--- src/hdl/tcct_pkg.sv ---
// ----------------------------------------------------------------------------
// tcct_pkg: shared types and constants of the connection cookie tracker
// Entry layout, table geometry and the command/status bundles that join
// the controller and the datapath.
// ----------------------------------------------------------------------------
package tcct_pkg;

   // Table depth. Must be a power of two in 256..65536; the slot is the
   // low bits of the connection id.
   localparam int TABLE_ENTRIES = 65536;
   localparam int IDX_W         = $clog2(TABLE_ENTRIES);

   localparam int ID_W     = 16;
   localparam int ADDR_W   = 32;
   localparam int HALF_W   = 16;
   localparam int PROTO_W  = 8;
   localparam int PORT_W   = 16;
   localparam int COOKIE_W = 16;

   typedef logic [IDX_W-1:0]    idx_type;
   typedef logic [ID_W-1:0]     id_type;
   typedef logic [COOKIE_W-1:0] cookie_type;

   typedef struct packed {
      logic       active;
      logic       closing;
      cookie_type cookie;
   } entry_type;

   localparam entry_type ENTRY_EMPTY = '{active: 1'b0, closing: 1'b0, cookie: '0};

   // Controller -> datapath
   typedef struct packed {
      logic clr_write;   // write one zero entry of the clearing sweep
      logic load_req;    // capture the accepted request beat
      logic load_id;     // register the connection id
      logic mem_read;    // read the table entry at the id's slot
      logic commit;      // write back the entry and load the result register
   } ctrl_cmd_type;

   // Datapath -> controller
   typedef struct packed {
      logic clr_last;    // sweep counter sits on the last entry
      logic out_busy;    // result register full and not taken this cycle
   } ctrl_stat_type;

endpackage

--- src/hdl/tcct_ctrl.sv ---
// ----------------------------------------------------------------------------
// tcct_ctrl: sequencer of the connection cookie tracker
// Runs the clearing sweep after reset, then steps each request through
// capture, id, table read and write-back.
// ----------------------------------------------------------------------------
module tcct_ctrl (
   input  logic                   clock,
   input  logic                   reset,
   input  logic                   req_valid,
   output logic                   req_ready,
   input  tcct_pkg::ctrl_stat_type stat,
   output tcct_pkg::ctrl_cmd_type  cmd
);
   import tcct_pkg::*;

   typedef enum logic [2:0] {
      S_CLEAR,
      S_IDLE,
      S_HASH,
      S_READ,
      S_UPDATE
   } state_type;

   state_type state_ff;

   always_comb begin
      cmd       = '0;
      req_ready = 1'b0;
      unique case (state_ff)
         S_CLEAR:  cmd.clr_write = 1'b1;
         S_IDLE: begin
            req_ready    = 1'b1;
            cmd.load_req = req_valid;
         end
         S_HASH:   cmd.load_id  = 1'b1;
         S_READ:   cmd.mem_read = 1'b1;
         S_UPDATE: cmd.commit   = !stat.out_busy;
         default:  cmd          = '0;
      endcase
   end

   always_ff @(posedge clock) begin
      if (reset) begin
         state_ff <= S_CLEAR;
      end else begin
         unique case (state_ff)
            S_CLEAR:  if (stat.clr_last) state_ff <= S_IDLE;
            S_IDLE:   if (req_valid) state_ff <= S_HASH;
            S_HASH:   state_ff <= S_READ;
            S_READ:   state_ff <= S_UPDATE;
            S_UPDATE: if (!stat.out_busy) state_ff <= S_IDLE;
            default:  state_ff <= S_CLEAR;
         endcase
      end
   end

`ifndef SYNTHESIS
   a_no_commit_in_sweep: assert property (@(posedge clock) disable iff (reset)
      !(cmd.commit && cmd.clr_write))
      else $error("write-back during clearing sweep");

   a_accept_then_id: assert property (@(posedge clock) disable iff (reset)
      (req_valid && req_ready) |=> cmd.load_id)
      else $error("accepted beat not followed by id stage");

   a_commit_needs_room: assert property (@(posedge clock) disable iff (reset)
      cmd.commit |-> !stat.out_busy)
      else $error("result register overwritten");

   a_read_then_update: assert property (@(posedge clock) disable iff (reset)
      cmd.mem_read |=> (state_ff == S_UPDATE))
      else $error("table read not followed by update");
`endif

endmodule

--- config.mk ---
export PLATFORM = sky130hd
export DESIGN_NAME = tcct_ctrl
export DESIGN_NICKNAME = d
export VERILOG_FILES = /design/src/hdl/tcct_pkg.sv /design/src/hdl/tcct_ctrl.sv
export SDC_FILE = /design/constraint.sdc
export NUM_CORES = 1
export LEC_CHECK = 0
export BUFFER_PORTS_ARGS = -buffer_cell sky130_fd_sc_hd__buf_4
export CAP_MARGIN = 20
export CORE_AREA = 8 8 45 47
export CTS_CLUSTER_SIZE = 12
export DETAILED_ROUTE_END_ITERATION = 6
export DIE_AREA = 0 0 53 55
export GPL_TIMING_DRIVEN = 1
export PLACE_DENSITY_LB_ADDON = 0.25
export SLEW_MARGIN = 20
export SYNTH_ARGS = -nofsm -noshare
export SYNTH_HDL_FRONTEND = slang
export SYNTH_SLANG_ARGS = --single-unit
--- constraint.sdc ---
create_clock -name clock -period 1.3 [get_ports clock]
set_input_delay 0.065 -clock clock [delete_from_list [all_inputs] [get_ports clock]]
set_output_delay 0.065 -clock clock [all_outputs]
set_load 0.03 [all_outputs]
-- Yosys cells after proc, flatten, opt, wreduce, memory -nomap -nowiden
Cells that the tools add are included.
- bits in registers: 3
- input bits: 5
- output and inout port bits: 6
- logic and storage cells: 21
- eq/ne operators: 7
- multiplexer cells: 10
- reductions and logical operators: 3
- operators by type and width (cell ; number):
    $pmux W3 S5 ; 1
    $mux W3 ; 3
    $eq A3 B2 Y1 const B ; 2
    $mux W1 ; 6
    $ne A2 B2 Y1 const B ; 3
    $eq A3 B1 Y1 const B ; 1
    $eq A3 B3 Y1 const B ; 1
    $logic_not A3 Y1 ; 1
    $reduce_and A3 Y1 ; 1
    $logic_not A1 Y1 ; 1

-- Depth between registers and ports, before layout
- depth after elaboration: 3
- mapped depth: 4
- mapped depth without buffers: 3

-- Least setup slack after synthesis
OpenSTA, ideal clock, no wires.
- path kind: flip-flop to output port
- start: register state_ff[0]
- end: output cmd[2] in the netlist's numbering
- arrival time: 1209 ps
- data required time: 1235 ps
- slack: 26 ps
- cell stages (with the launch flop): 3
- buffers on the path: 1
- path through: dfxtp_1 -> buf_4 -> nor3b_1
- RTL lines (what ; RTL line ; source):
    from (decl) ; tcct_ctrl.sv:24 ; state_type state_ff;
    from (signal assigned) ; tcct_ctrl.sv:44 ; state_ff <= S_CLEAR;
    from (signal assigned) ; tcct_ctrl.sv:47 ; S_CLEAR: if (stat.clr_last) state_ff <= S_IDLE;
    from (signal assigned) ; tcct_ctrl.sv:48 ; S_IDLE: if (req_valid) state_ff <= S_HASH;
    to (decl) ; tcct_ctrl.sv:12 ; output tcct_pkg::ctrl_cmd_type cmd

==> results.yml <==
run_status:
  run_status: "finished clean"
placement:
  dpl.cell_count: 53
  gp_congestion: 0.7512
  numPortBuffers: 10
  hpwl_um: 464.3
logic_synthesis:
  synth.area.top_cells: "dfxtp_1, buf_6, nor3b_1, mux2i_1, nand2b_4"
  netlist_top_cells_count: "dfxtp_1, nor3b_1"
  avgSynthCellArea_sq_um: 8.580
  synth_warnings: 0
  synth.top_cell.area_share: 0.2500
  async_reset_ff_frac: 0
  syn_inst: 28
  synth_edf_count: 0
  syn_nets: 33
  ys_seq_area_frac: 0.2500
  synth_seq_cells: 3
  synth.distinct_cells: 20
  synth_top_cell_by_area: "dfxtp_1"
  ys.flop_type: "dfxtp_1"
  syn_area_sq_um: 240.2
critical_path:
  rr_startpoint: "state_ff[0]$_SDFFE_PP0P_"
  cp.arrival_ps: 1190
  required_ps: 1240
  r2r_cells: 4
  crit_path_max_fanout: 5
  path_class: "flop to output port"
  cp-end-kind: "output port"
  rrSetupSlack_ps: 280
  rr_endpoint: "state_ff[2]$_SDFFE_PP0P_"
  startpoint_type: "flop"
sta:
  drv_slew: 0
  finalHoldViolCount: 0
  worstMarginPinSlew_ps: 228.3
  skew_ps: 0.1019
  worst_hold_slack_ps: 24.46
  clock.fmax_ghz: 0.7999
  max_slew_margin: 0.8464
  finalSetupViolations: 0
  fin_setup_tns_ps: 0
  fin_crit_sh: 0.9616
  period_needed_ps: 1250
  grt_setup_unrepaired: "no"
die:
  core_sq_um: 1384
  initial_utilization: 0.1736
  io-pin-count: 11
  chipWidth_um: 53
  std_cell_rows: 14
  design.die.area_sq_um: 2915
  dieHeight_um: 55
global_routing:
  grt_pass1_vias: 257
  grt_pass1_wl_um: 1041
  overflow: 0
  grt_max_degree: 12
  antenna_found_initial: 0
  track_usage: 0.05134
route:
  drt_iter0_drc: 4
  viasPerCell: 4.228
  vias: 241
  antenna_left: 0
  drc: 0
  drtPass1Iterations: 3
  wl_per_cell_um: 11.32
  routed_wl_um: 645
cts:
  cts_buffers: 3
  cts.sinks: 3
  cts_root_buf: "clkbuf_4"
  clk_pin_slew_worst_paths_ps: 40
  cts_hold_buf: 0
  h-tree-depth: 1
  cts_resized: 2
  clockBufferDepth: 2
  clk_latency_ps: 230
  cts_tree: "done"
  cts_setup_buffers: 0
finish:
  largest_reg_flops: 3
  fillCellCount: 165
  drive_gt1_frac: 0.4878
  area_growth_pct: 48.96
  register_area_sq_um: 62.56
  diodes: 0
  final_cells: 57
  reg_top3: "state_ff: 3 flops"
  nets: 47
  final_util: 0.2586
  largest_register: "state_ff"
  multi_input_area_sq_um: 151.4
min_path:
  worstHoldStart: "reset"
  hold_path_end: "state_ff[0]$_SDFFE_PP0P_"
  worstHoldPathType: "input port to flop"
  min_path_cells: 2
power:
  vdd_drop_max_v: 0.0004815
  p_per_area_nw_per_um2: 1317
  p_leak_uw: 0.0001602
job:
  maxCapViolCount: 0
==> how the worst max path moves through the flow <==
| stage | start | to | slack (ps) | cells after the start |
|---|---|---|---|---|
| floorplan | state_ff[0]$_SDFFE_PP0P_ | cmd[2] | 30 | 2 |
| global placement | state_ff[2]$_SDFFE_PP0P_ | cmd[0] | 230 | 4 |
| detailed placement | state_ff[2]$_SDFFE_PP0P_ | cmd[0] | 220 | 4 |
| CTS | state_ff[0]$_SDFFE_PP0P_ | cmd[0] | 20 | 4 |
| global route | state_ff[0]$_SDFFE_PP0P_ | cmd[0] | 4 | 4 |
| finish | state_ff[2]$_SDFFE_PP0P_ | cmd[0] | 50 | 4 |
==> layout make-up <==
cell class	count	area share
well taps	16	0.05594
repair buffers	12	0.2622
inverters	1	0.01049
multi-input cells	21	0.4231
flip-flops and latches	3	0.1748
clock buffers	4	0.07343
==> per-layer routing <==
layer | vias up | global-route usage | wire (um)
met5 | - | 0 | 0
met4 | 0 | 0.06466 | 0
met3 | 0 | 0.02674 | 13
met2 | 6 | 0.06641 | 299
met1 | 109 | 0.05311 | 332
li1 | 126 | - | -
==> kinds of logic after synthesis <==
| family | share of synthesized area |
|---|---|
| compound gates | 0.1042 |
| buf+inv | 0.1406 |
| flops | 0.2500 |
| mux | 0.08334 |
| simple gates | 0.4220 |
==> power breakdown <==
group	leakage (uW)	total [uW]	switching, uW	internal, uW
logic	0.000120	189	101	87.4
registers	0.0000255	123	16.8	106
clock network	0.0000150	160	45.4	115
==> per-stage QoR <==
stage | area [sq um] | setup slack [ps] | power [uW]
final | 357.8 | 49.90 | 471.4
after global routing | 357.8 | 4.292 | 502.1
after CTS | 349.1 | 22.85 | 476.3
after detailed placement | 320.3 | 217.1 | 305.7
after global placement | 320.3 | 233.8 | 309.4
after floorplan | 240.2 | 25.95 | 255.2
==> critical path, cell delays in order, from the launching register on <==
cell and delay (ps):
dfxtp_2 380, nand2b_4 60, or3_4 330, inv_2 60, buf_6 120
==> cell usage in the layout (no fill, tap or decap), drive strengths merged, types with 2 or more instances in the layout <==
cell    netlist  layout
buf           3      12
dfxtp         3       3
nor3          2       2
nor2          2       2
mux2i         2       2
nor3b         3       3
clkbuf        0       4
Note: power is estimated with default switching activity, not from simulation.
